$ cat src/djs_pkg.sv
`timescale 1ns / 1ps
// ----------------------------------------------------------------------------
// djs_pkg
// shared types and the job ordering rule for the deadline job sequencer
// ----------------------------------------------------------------------------
package djs_pkg;

    localparam int WEIGHT_W   = 16;
    localparam int DEADLINE_W = 8;
    localparam int SLOT_OUT_W = 4;
    localparam int SEL_OUT_W  = 5;

    typedef struct packed {
        logic signed [WEIGHT_W-1:0]   weight;
        logic        [DEADLINE_W-1:0] deadline;
    } t_job;

    typedef enum logic [1:0] {
        ST_LOAD = 2'b01,
        ST_EMIT = 2'b10
    } t_state;

    // higher weight first, later deadline first on a tie
    function automatic logic goes_before(input t_job a, input t_job b);
        logic res;
        if (a.weight != b.weight) begin
            res = (a.weight > b.weight);
        end else begin
            res = (a.deadline > b.deadline);
        end
        return res;
    endfunction

endpackage

$ cat src/djs_cell.sv
`timescale 1ns / 1ps
// ----------------------------------------------------------------------------
// djs_cell
// one entry of the insertion sort chain, shifts in on insert, out on pop
// ----------------------------------------------------------------------------
module djs_cell
    import djs_pkg::*;
(
    input  logic i_clk,
    input  logic i_rst_n,
    input  logic i_ins,
    input  logic i_pop,
    input  t_job i_new,
    input  logic i_prev_valid,
    input  t_job i_prev_job,
    input  logic i_prev_before,
    input  logic i_next_valid,
    input  t_job i_next_job,
    output logic o_valid,
    output t_job o_job,
    output logic o_before
);

    logic r_valid;
    logic n_valid;
    t_job r_job;
    t_job n_job;

    assign o_before = !r_valid || goes_before(i_new, r_job);

    always_comb begin
        n_valid = r_valid;
        n_job   = r_job;
        if (i_ins) begin
            if (i_prev_before) begin
                n_valid = i_prev_valid;
                n_job   = i_prev_job;
            end else if (o_before) begin
                n_valid = 1'b1;
                n_job   = i_new;
            end
        end else if (i_pop) begin
            n_valid = i_next_valid;
            n_job   = i_next_job;
        end
    end

    always_ff @(posedge i_clk) begin
        if (!i_rst_n) begin
            r_valid <= 1'b0;
        end else begin
            r_valid <= n_valid;
        end
        r_job <= n_job;
    end

    assign o_valid = r_valid;
    assign o_job   = r_job;

endmodule

$ cat src/djs_slot_alloc.sv
`timescale 1ns / 1ps
// ----------------------------------------------------------------------------
// djs_slot_alloc
// slot occupancy and search for the latest free slot below the job's limit
// ----------------------------------------------------------------------------
module djs_slot_alloc
    import djs_pkg::*;
#(
    parameter int MAX_JOBS = 16
) (
    input  logic                          i_clk,
    input  logic                          i_rst_n,
    input  logic                          i_take,
    input  logic                          i_clear,
    input  logic [DEADLINE_W-1:0]         i_deadline,
    input  logic [$clog2(MAX_JOBS+1)-1:0] i_count,
    output logic                          o_got,
    output logic [$clog2(MAX_JOBS)-1:0]   o_slot
);

    localparam int CNT_W  = $clog2(MAX_JOBS + 1);
    localparam int SLOT_W = $clog2(MAX_JOBS);
    localparam int CMP_W  = (CNT_W > DEADLINE_W) ? CNT_W : DEADLINE_W;

    logic [MAX_JOBS-1:0] r_taken;
    logic [MAX_JOBS-1:0] n_taken;
    logic [MAX_JOBS-1:0] w_pick;
    logic [CMP_W-1:0]    w_dl;
    logic [CMP_W-1:0]    w_cnt;
    logic [CMP_W-1:0]    w_top;

    assign w_dl  = CMP_W'(i_deadline);
    assign w_cnt = CMP_W'(i_count);
    assign w_top = (w_dl < w_cnt) ? w_dl : w_cnt;

    always_comb begin
        o_got  = 1'b0;
        o_slot = '0;
        w_pick = '0;
        for (int s = 0; s < MAX_JOBS; s++) begin
            if ((CMP_W'(s) < w_top) && !r_taken[s]) begin
                o_got     = 1'b1;
                o_slot    = SLOT_W'(s);
                w_pick    = '0;
                w_pick[s] = 1'b1;
            end
        end
    end

    always_comb begin
        n_taken = r_taken;
        if (i_clear) begin
            n_taken = '0;
        end else if (i_take) begin
            n_taken = r_taken | w_pick;
        end
    end

    always_ff @(posedge i_clk) begin
        if (!i_rst_n) begin
            r_taken <= '0;
        end else begin
            r_taken <= n_taken;
        end
    end

endmodule

$ cat src/deadline_job_sequencer.sv
`timescale 1ns / 1ps
// ----------------------------------------------------------------------------
// deadline_job_sequencer
// greedy job sequencing with deadlines over a sorted chain of job cells
// ----------------------------------------------------------------------------
// usage
//   input channel (i_in_valid / o_in_ready) carries one job per transaction;
//   a job with i_last_job high closes the set and starts scheduling
//   jobs beyond MAX_JOBS are dropped and flag o_overflow for the set
//   each job is sorted into the cell chain as it arrives, one per cycle
//   after the closing job the chain is shifted out from its head, one job a
//   cycle, through the slot search; one result transaction per held job
//   leaves on (o_out_valid / i_out_ready), in sorted order, o_last_result
//   marking the final one
//   the input is closed while the set is emitted; a new set is taken only
//   once the last job of the previous set has left the chain
//   the closing job switches to emit; each pop then loads the head job into
//   the output register; a stalled receiver holds it and pauses the chain
//   reset empties the chain, slot map and counters; no clearing pass
// ----------------------------------------------------------------------------
module deadline_job_sequencer
    import djs_pkg::*;
#(
    parameter int MAX_JOBS = 16
) (
    input  logic                    i_clk,
    input  logic                    i_rst_n,
    input  logic                    i_in_valid,
    output logic                    o_in_ready,
    input  logic signed [15:0]      i_job_weight,
    input  logic [7:0]              i_job_deadline,
    input  logic                    i_last_job,
    output logic                    o_out_valid,
    input  logic                    i_out_ready,
    output logic signed [15:0]      o_out_weight,
    output logic [7:0]              o_out_deadline,
    output logic                    o_is_selected,
    output logic [3:0]              o_slot_index,
    output logic [4:0]              o_selected_count,
    output logic                    o_overflow,
    output logic                    o_last_result
);

    localparam int CNT_W  = $clog2(MAX_JOBS + 1);
    localparam int SLOT_W = $clog2(MAX_JOBS);

    t_state           r_state;
    t_state           n_state;
    logic [CNT_W-1:0] r_count;
    logic [CNT_W-1:0] n_count;
    logic [CNT_W-1:0] r_rem;
    logic [CNT_W-1:0] n_rem;
    logic [CNT_W-1:0] r_sel;
    logic [CNT_W-1:0] n_sel;
    logic             r_ovf;
    logic             n_ovf;
    logic             r_out_valid;
    logic             n_out_valid;

    t_job             r_out_job;
    logic             r_out_got;
    logic [SLOT_W-1:0] r_out_slot;
    logic [CNT_W-1:0] r_out_sel;
    logic             r_out_ovf;
    logic             r_out_last;

    logic             w_accept;
    logic             w_ins;
    logic             w_pop;
    logic             w_done;
    t_job             w_new;
    logic             w_got;
    logic [SLOT_W-1:0] w_slot;

    logic             c_valid  [MAX_JOBS];
    t_job             c_job    [MAX_JOBS];
    logic             c_before [MAX_JOBS];

    assign o_in_ready  = (r_state == ST_LOAD);
    assign w_accept    = i_in_valid && o_in_ready;
    assign w_ins       = w_accept && (r_count < CNT_W'(MAX_JOBS));
    assign w_pop       = (r_state == ST_EMIT) && (!r_out_valid || i_out_ready);
    assign w_done      = w_pop && (r_rem == CNT_W'(1));
    assign w_new.weight   = i_job_weight;
    assign w_new.deadline = i_job_deadline;

    for (genvar g = 0; g < MAX_JOBS; g++) begin : g_chain
        if (g == 0) begin : g_head
            djs_cell u_cell (
                .i_clk        (i_clk),
                .i_rst_n      (i_rst_n),
                .i_ins        (w_ins),
                .i_pop        (w_pop),
                .i_new        (w_new),
                .i_prev_valid (1'b0),
                .i_prev_job   ('0),
                .i_prev_before(1'b0),
                .i_next_valid (c_valid[1]),
                .i_next_job   (c_job[1]),
                .o_valid      (c_valid[0]),
                .o_job        (c_job[0]),
                .o_before     (c_before[0])
            );
        end else if (g == MAX_JOBS - 1) begin : g_tail
            djs_cell u_cell (
                .i_clk        (i_clk),
                .i_rst_n      (i_rst_n),
                .i_ins        (w_ins),
                .i_pop        (w_pop),
                .i_new        (w_new),
                .i_prev_valid (c_valid[g-1]),
                .i_prev_job   (c_job[g-1]),
                .i_prev_before(c_before[g-1]),
                .i_next_valid (1'b0),
                .i_next_job   ('0),
                .o_valid      (c_valid[g]),
                .o_job        (c_job[g]),
                .o_before     (c_before[g])
            );
        end else begin : g_mid
            djs_cell u_cell (
                .i_clk        (i_clk),
                .i_rst_n      (i_rst_n),
                .i_ins        (w_ins),
                .i_pop        (w_pop),
                .i_new        (w_new),
                .i_prev_valid (c_valid[g-1]),
                .i_prev_job   (c_job[g-1]),
                .i_prev_before(c_before[g-1]),
                .i_next_valid (c_valid[g+1]),
                .i_next_job   (c_job[g+1]),
                .o_valid      (c_valid[g]),
                .o_job        (c_job[g]),
                .o_before     (c_before[g])
            );
        end
    end

    djs_slot_alloc #(
        .MAX_JOBS(MAX_JOBS)
    ) u_slot (
        .i_clk     (i_clk),
        .i_rst_n   (i_rst_n),
        .i_take    (w_pop),
        .i_clear   (w_done),
        .i_deadline(c_job[0].deadline),
        .i_count   (r_count),
        .o_got     (w_got),
        .o_slot    (w_slot)
    );

    always_comb begin
        n_state     = r_state;
        n_count     = r_count;
        n_rem       = r_rem;
        n_sel       = r_sel;
        n_ovf       = r_ovf;
        n_out_valid = r_out_valid;
        if (r_out_valid && i_out_ready) begin
            n_out_valid = 1'b0;
        end
        unique case (r_state)
            ST_LOAD: begin
                if (w_accept) begin
                    if (w_ins) begin
                        n_count = r_count + CNT_W'(1);
                    end else begin
                        n_ovf = 1'b1;
                    end
                    if (i_last_job) begin
                        n_state = ST_EMIT;
                        n_rem   = w_ins ? (r_count + CNT_W'(1)) : r_count;
                        n_sel   = '0;
                    end
                end
            end
            ST_EMIT: begin
                if (w_pop) begin
                    n_out_valid = 1'b1;
                    n_rem       = r_rem - CNT_W'(1);
                    n_sel       = r_sel + CNT_W'(w_got);
                    if (w_done) begin
                        n_state = ST_LOAD;
                        n_count = '0;
                        n_ovf   = 1'b0;
                    end
                end
            end
            default: begin
                n_state = ST_LOAD;
            end
        endcase
    end

    always_ff @(posedge i_clk) begin
        if (!i_rst_n) begin
            r_state     <= ST_LOAD;
            r_count     <= '0;
            r_rem       <= '0;
            r_sel       <= '0;
            r_ovf       <= 1'b0;
            r_out_valid <= 1'b0;
        end else begin
            r_state     <= n_state;
            r_count     <= n_count;
            r_rem       <= n_rem;
            r_sel       <= n_sel;
            r_ovf       <= n_ovf;
            r_out_valid <= n_out_valid;
        end
    end

    // result register, loaded as the head job leaves the chain
    always_ff @(posedge i_clk) begin
        if (w_pop) begin
            r_out_job  <= c_job[0];
            r_out_got  <= w_got;
            r_out_slot <= w_got ? w_slot : '0;
            r_out_sel  <= r_sel + CNT_W'(w_got);
            r_out_ovf  <= r_ovf;
            r_out_last <= w_done;
        end
    end

    assign o_out_valid      = r_out_valid;
    assign o_out_weight     = r_out_job.weight;
    assign o_out_deadline   = r_out_job.deadline;
    assign o_is_selected    = r_out_got;
    assign o_slot_index     = SLOT_OUT_W'(r_out_slot);
    assign o_selected_count = SEL_OUT_W'(r_out_sel);
    assign o_overflow       = r_out_ovf;
    assign o_last_result    = r_out_last;

endmodule
$ cat config.mk
export PLATFORM = sky130hd
export DESIGN_NAME = deadline_job_sequencer
export DESIGN_NICKNAME = d
export VERILOG_FILES = /design/src/djs_pkg.sv /design/src/djs_cell.sv /design/src/djs_slot_alloc.sv /design/src/deadline_job_sequencer.sv
export SDC_FILE = /design/constraint.sdc
export NUM_CORES = 2
export LEC_CHECK = 0
export BUFFER_PORTS_ARGS = -buffer_cell sky130_fd_sc_hd__clkbuf_2
export CORE_UTILIZATION = 40
export CTS_BUF_LIST = sky130_fd_sc_hd__clkbuf_4 sky130_fd_sc_hd__clkbuf_8
export DETAILED_ROUTE_END_ITERATION = 12
export GPL_TIMING_DRIVEN = 0
export PLACE_DENSITY = 0.64
export SLEW_MARGIN = 20
export SYNTH_ARGS = -nofsm -noshare
export SYNTH_HDL_FRONTEND = slang
export SYNTH_SLANG_ARGS = --single-unit
$ cat constraint.sdc
create_clock -name i_clk -period 4.4 [get_ports i_clk]
set_input_delay 0.22 -clock i_clk [delete_from_list [all_inputs] [get_ports i_clk]]
set_output_delay 0.22 -clock i_clk [all_outputs]
set_load 0.02 [all_outputs]
==> flow_summary_export.csv <==
group,metric,value,unit
outcome,status,"complete, but fails checks",
outcome,violations,"setup timing",
routing,post-route-drc-count,0,
grt,grt_usage,29.21,%
worst_setup_path,crit_buf_inv,6,
floorplanning,core,80550,um^2
floorplanning,io_pins,67,
logic_synthesis,ys.flop_type,"edfxtp_1",
worst_setup_path,critPathArrivalTime,4.91,ns
timing,min_period,4.421,ns
routing,ant_nets,0,
grt,grt_pass1_wl,175.9,mm
clock_network,path_clk_slew,0.06,ns
pwr,internal_power,9143,uW
timing,worst_slew_pin_slew,1.247,ns
cells_and_area,nFillCells,7718,
worst_setup_path,end_kind,"register",
worst_setup_path,cpMaxStageDelayCell,"nand2_1",
cells_and_area,final_area,36490,um^2
floorplanning,dieWidth,287.4,um
logic_synthesis,synth_edf_count,420,
floorplanning,die-area,82600,um^2
grt,overflow,0,
pwr,power_switching,4839,uW
min_path,min_to,"r_rem[1]$_SDFFE_PN0P_",
timing,setup-tns-final,-0.02108,ns
timing,max_freq,226.2,MHz
timing,final_hold_viol_count,0,
routing,totalWireLength,122.5,mm
pwr,pwr-share-comb,25.8,%
floorplanning,initial_core_util,40.45,%
place,io_buffer_count,66,
place,post-place-ws,-0.1152,ns
routing,wl_per_cell,26.12,um
logic_synthesis,synth_fp_nets,3815,
worst_setup_path,worstPathRequired,4.89,ns
logic_synthesis,synth_seq_area_share,41.84,%
routing,drt_iter0_drc,3883,
timing,skew,0.06248,ns
pwr,vdd_drop_max,0.2223,mV
floorplanning,rows,104,
worst_setup_path,crit_top_cell,"clkbuf_1",
timing,setup_viol,1,
clock_network,numCtsBuffers,83,
logic_synthesis,syn_area,32580,um^2
cells_and_area,nets,3983,
worst_setup_path,r2r_start,"r_count[4]$_SDFFE_PN0P_",
routing,drt_pass1_iterations,6,
place,dp.final_hpwl,88.60,mm
place,place_area,34730,um^2
worst_setup_path,critPathMaxFanout,10,
min_path,hp-class,"in -> reg",
clock_network,cts_root_buf,"clkbuf_8",
cells_and_area,final_common_cell,"edfxtp_1",
floorplanning,die_h,287.4,um
run,maxCapViolations,0,
pwr,leakage,0.01541,uW
worst_setup_path,critical_path.top_delay_family,"buffers and inverters",
worst_setup_path,worst_setup_path_start_kind,"register",
min_path,worstHoldPathCells,5,
timing,rsz0062_at_grt,"no",
timing,fin_crit_sh,100.5,%
logic_synthesis,ys_ff_latch,471,
worst_setup_path,crit_chain,"buf_2, clkinvlp_4, buf_4, and3_1, clkbuf_1, clkbuf_1, clkbuf_1, nand2_1, o221ai_1",
logic_synthesis,ys_types,79,
place,gp_routability_congestion,0.9581,
clock_network,cts_tree,"done",
worst_setup_path,crit_type,"reg -> reg",
pwr,swShare,34.61,%
logic_synthesis,async_reset_ff_share,0,%
grt,grt_max_degree,46,
cells_and_area,drive_gt1_share,8.081,%
logic_synthesis,yosys_warnings,0,
min_path,worstHoldStart,"i_in_valid",
logic_synthesis,syn_area_per_cell,9.602,um^2
timing,worst_slack,-0.02108,ns
routing,vias_per_cell,6.115,
worst_setup_path,worstReg2RegEnd,"g_chain[7].g_mid.u_cell.o_job[19]$_DFFE_PP_",
cells_and_area,area_delta_synth_final,12.00,%
clock_network,clock-sinks,471,
pwr,power.share.clock,31.1,%
logic_synthesis,syn_inst,3393,
pwr,seq_power_share,43.1,%
routing,vias,28681,
pwr,power.density,383.2,nW/um^2
cells_and_area,final_cell_mix,"edfxtp_1 (420), ha_1 (393), inv_1 (383), nand2_1 (352), o21ai_0 (337)",
timing,relSlewSlack,16.87,%
grt,grt_pass1_vias,26730,
clock_network,cts-htree-levels,3,
clock_network,clock_latency,0.73,ns
clock_network,cts.path.max_buffers,3,
timing,finalMaxSlewViolations,0,
worst_setup_path,r2r_cells,9,
grt,antenna_found_initial,7,
worst_setup_path,max_stage_delay,0.85,ns
worst_setup_path,r2r_slack,-0.02,ns
-- power groups by stage --
| stage | Clock, uW | Combinational (uW) | Sequential, uW |
|---|---|---|---|
| after global routing | 4520 | 3940 | 6050 |
| after floorplan | 0 | 2290 | 5870 |
| after CTS | 4340 | 3490 | 6000 |
| after detailed placement | 0 | 3460 | 6090 |
| final | 4350 | 3600 | 6030 |
| after global placement | 0 | 3280 | 6100 |
-- repair_timing --
| item | CTS | global route |
|---|---|---|
| hold buffers | 4 | 0 |
| resized for setup | 0 | 8 |
| endpoints found under the hold margin | 7 | 0 |
| setup buffers | 0 | 3 |
| setup endpoints to repair | 0 | 75 |
-- state kept, by name, indices dropped and copies added, names as in the netlist, 2 cells and up --
signal / cells
o_slot_index: 4
r_count: 5
o_out_deadline: 8
g_chain.g_mid.u_cell.o_job: 336
o_selected_count: 5
u_slot.r_taken: 16
r_sel: 5
r_state: 2
r_rem: 5
g_chain.g_mid.u_cell.o_valid: 14
o_out_weight: 16
g_chain.g_head.u_cell.o_job: 24
g_chain.g_tail.u_cell.o_job: 24
-- worst max path at each step --
stage / startpoint / to / depth (start not counted) / slack [ns]
6_report: r_count[4]$_SDFFE_PN0P_ / g_chain[7].g_mid.u_cell.o_job[19]$_DFFE_PP_ / 9 / -0.02
5_1_grt: r_count[4]$_SDFFE_PN0P_ / r_sel[4]$_SDFFE_PN0P_ / 19 / 0.008
4_1_cts: r_count[4]$_SDFFE_PN0P_ / g_chain[4].g_mid.u_cell.o_job[0]$_DFFE_PP_ / 8 / 0.009
3_5_place_dp: i_job_deadline[0] / g_chain[4].g_mid.u_cell.o_job[6]$_DFFE_PP_ / 13 / -0.12
3_3_place_gp: i_job_deadline[0] / g_chain[5].g_mid.u_cell.o_job[7]$_DFFE_PP_ / 13 / -1.35
2_1_floorplan: g_chain[14].g_mid.u_cell.o_job[23]$_DFFE_PP_ / g_chain[14].g_mid.u_cell.o_job[0]$_DFFE_PP_ / 12 / 0.47
-- area by class of cell --
cell class | instances | area (um^2) | share of cell area [%]
multi-input combinational | 2348 | 16940 | 46.42
sequential | 471 | 13630 | 37.36
inverter | 387 | 1460 | 4.001
clock buffer | 118 | 1424 | 3.902
tap | 1060 | 1326 | 3.634
buffer | 186 | 759.5 | 2.081
timing repair buffer | 84 | 683.2 | 1.872
clock inverter | 32 | 256.5 | 0.7029
antenna | 4 | 10.01 | 0.02743
-- cell usage after synthesis (16+ instances only) --
library cell / n / area (um^2)
dfxtp_1: 51 / 1021
a21oi_1: 146 / 730.7
a21o_1: 59 / 442.9
mux2i_1: 254 / 2542
o21ai_1: 27 / 135.1
nor2b_1: 45 / 281.5
buf_1: 19 / 71.32
buf_2: 26 / 130.1
ha_1: 393 / 4917
nor2_1: 141 / 529.3
a31oi_1: 17 / 106.4
nor3_1: 24 / 120.1
edfxtp_1: 420 / 12610
a311oi_1: 16 / 140.1
nand3_1: 142 / 710.7
nand2b_1: 39 / 244.0
inv_1: 385 / 1445
o221ai_1: 97 / 849.6
nand4_1: 74 / 462.9
nand2_1: 352 / 1321
o21a_1: 24 / 180.2
clkbuf_1: 139 / 521.8
o21ai_0: 337 / 1687
-- per-layer routing --
layer | global-route usage [%] | part of all wire (%) | vias to the layer above
met5 | 0 | 0.011 | -
met4 | 14.07 | 5.6 | 2
met3 | 7.873 | 13 | 372
met2 | 41.63 | 40 | 1893
met1 | 40.62 | 41 | 13670
li1 | - | - | 12744
-- per-stage QoR --
stage | hold WS, ns | total power (uW) | utilization, % | instances
after global routing | 0.1453 | 14510 | 45.30 | 4688
after detailed placement | 0.4268 | 9553 | 43.12 | 4530
after global placement | 0.4286 | 9374 | 42.50 | 4519
after floorplan | 0.3594 | 8152 | - | 3393
after CTS | 0.08651 | 13830 | 45.25 | 4684
final | 0.1380 | 13980 | 45.30 | 4690
-- worst reg2reg max path: cells and delay by family (launching register included) --
| kind | cells | cell delay [ns] |
|---|---|---|
| compound gates | 1 | 0.52 |
| buf+inv | 6 | 2.35 |
| flops | 1 | 0.31 |
| simple gates | 2 | 1.01 |
-- logic make-up (layout without fill, tap and decap cells) --
kind of cell               Yosys count  in the layout  synth area share [%]
AOI/OAI and AO/OA                  819            819                 15.73
xor gates and xnor gates             4              4                0.1076
adders and majority gates          393            393                 15.09
buffers and inverters              574            807                 6.771
DFF                                471            471                 41.84
muxes                              255            255                 7.838
other                                0              4                     0
and+or+nand+nor                    877            877                 12.62
(Power assumes the default switching activity.)
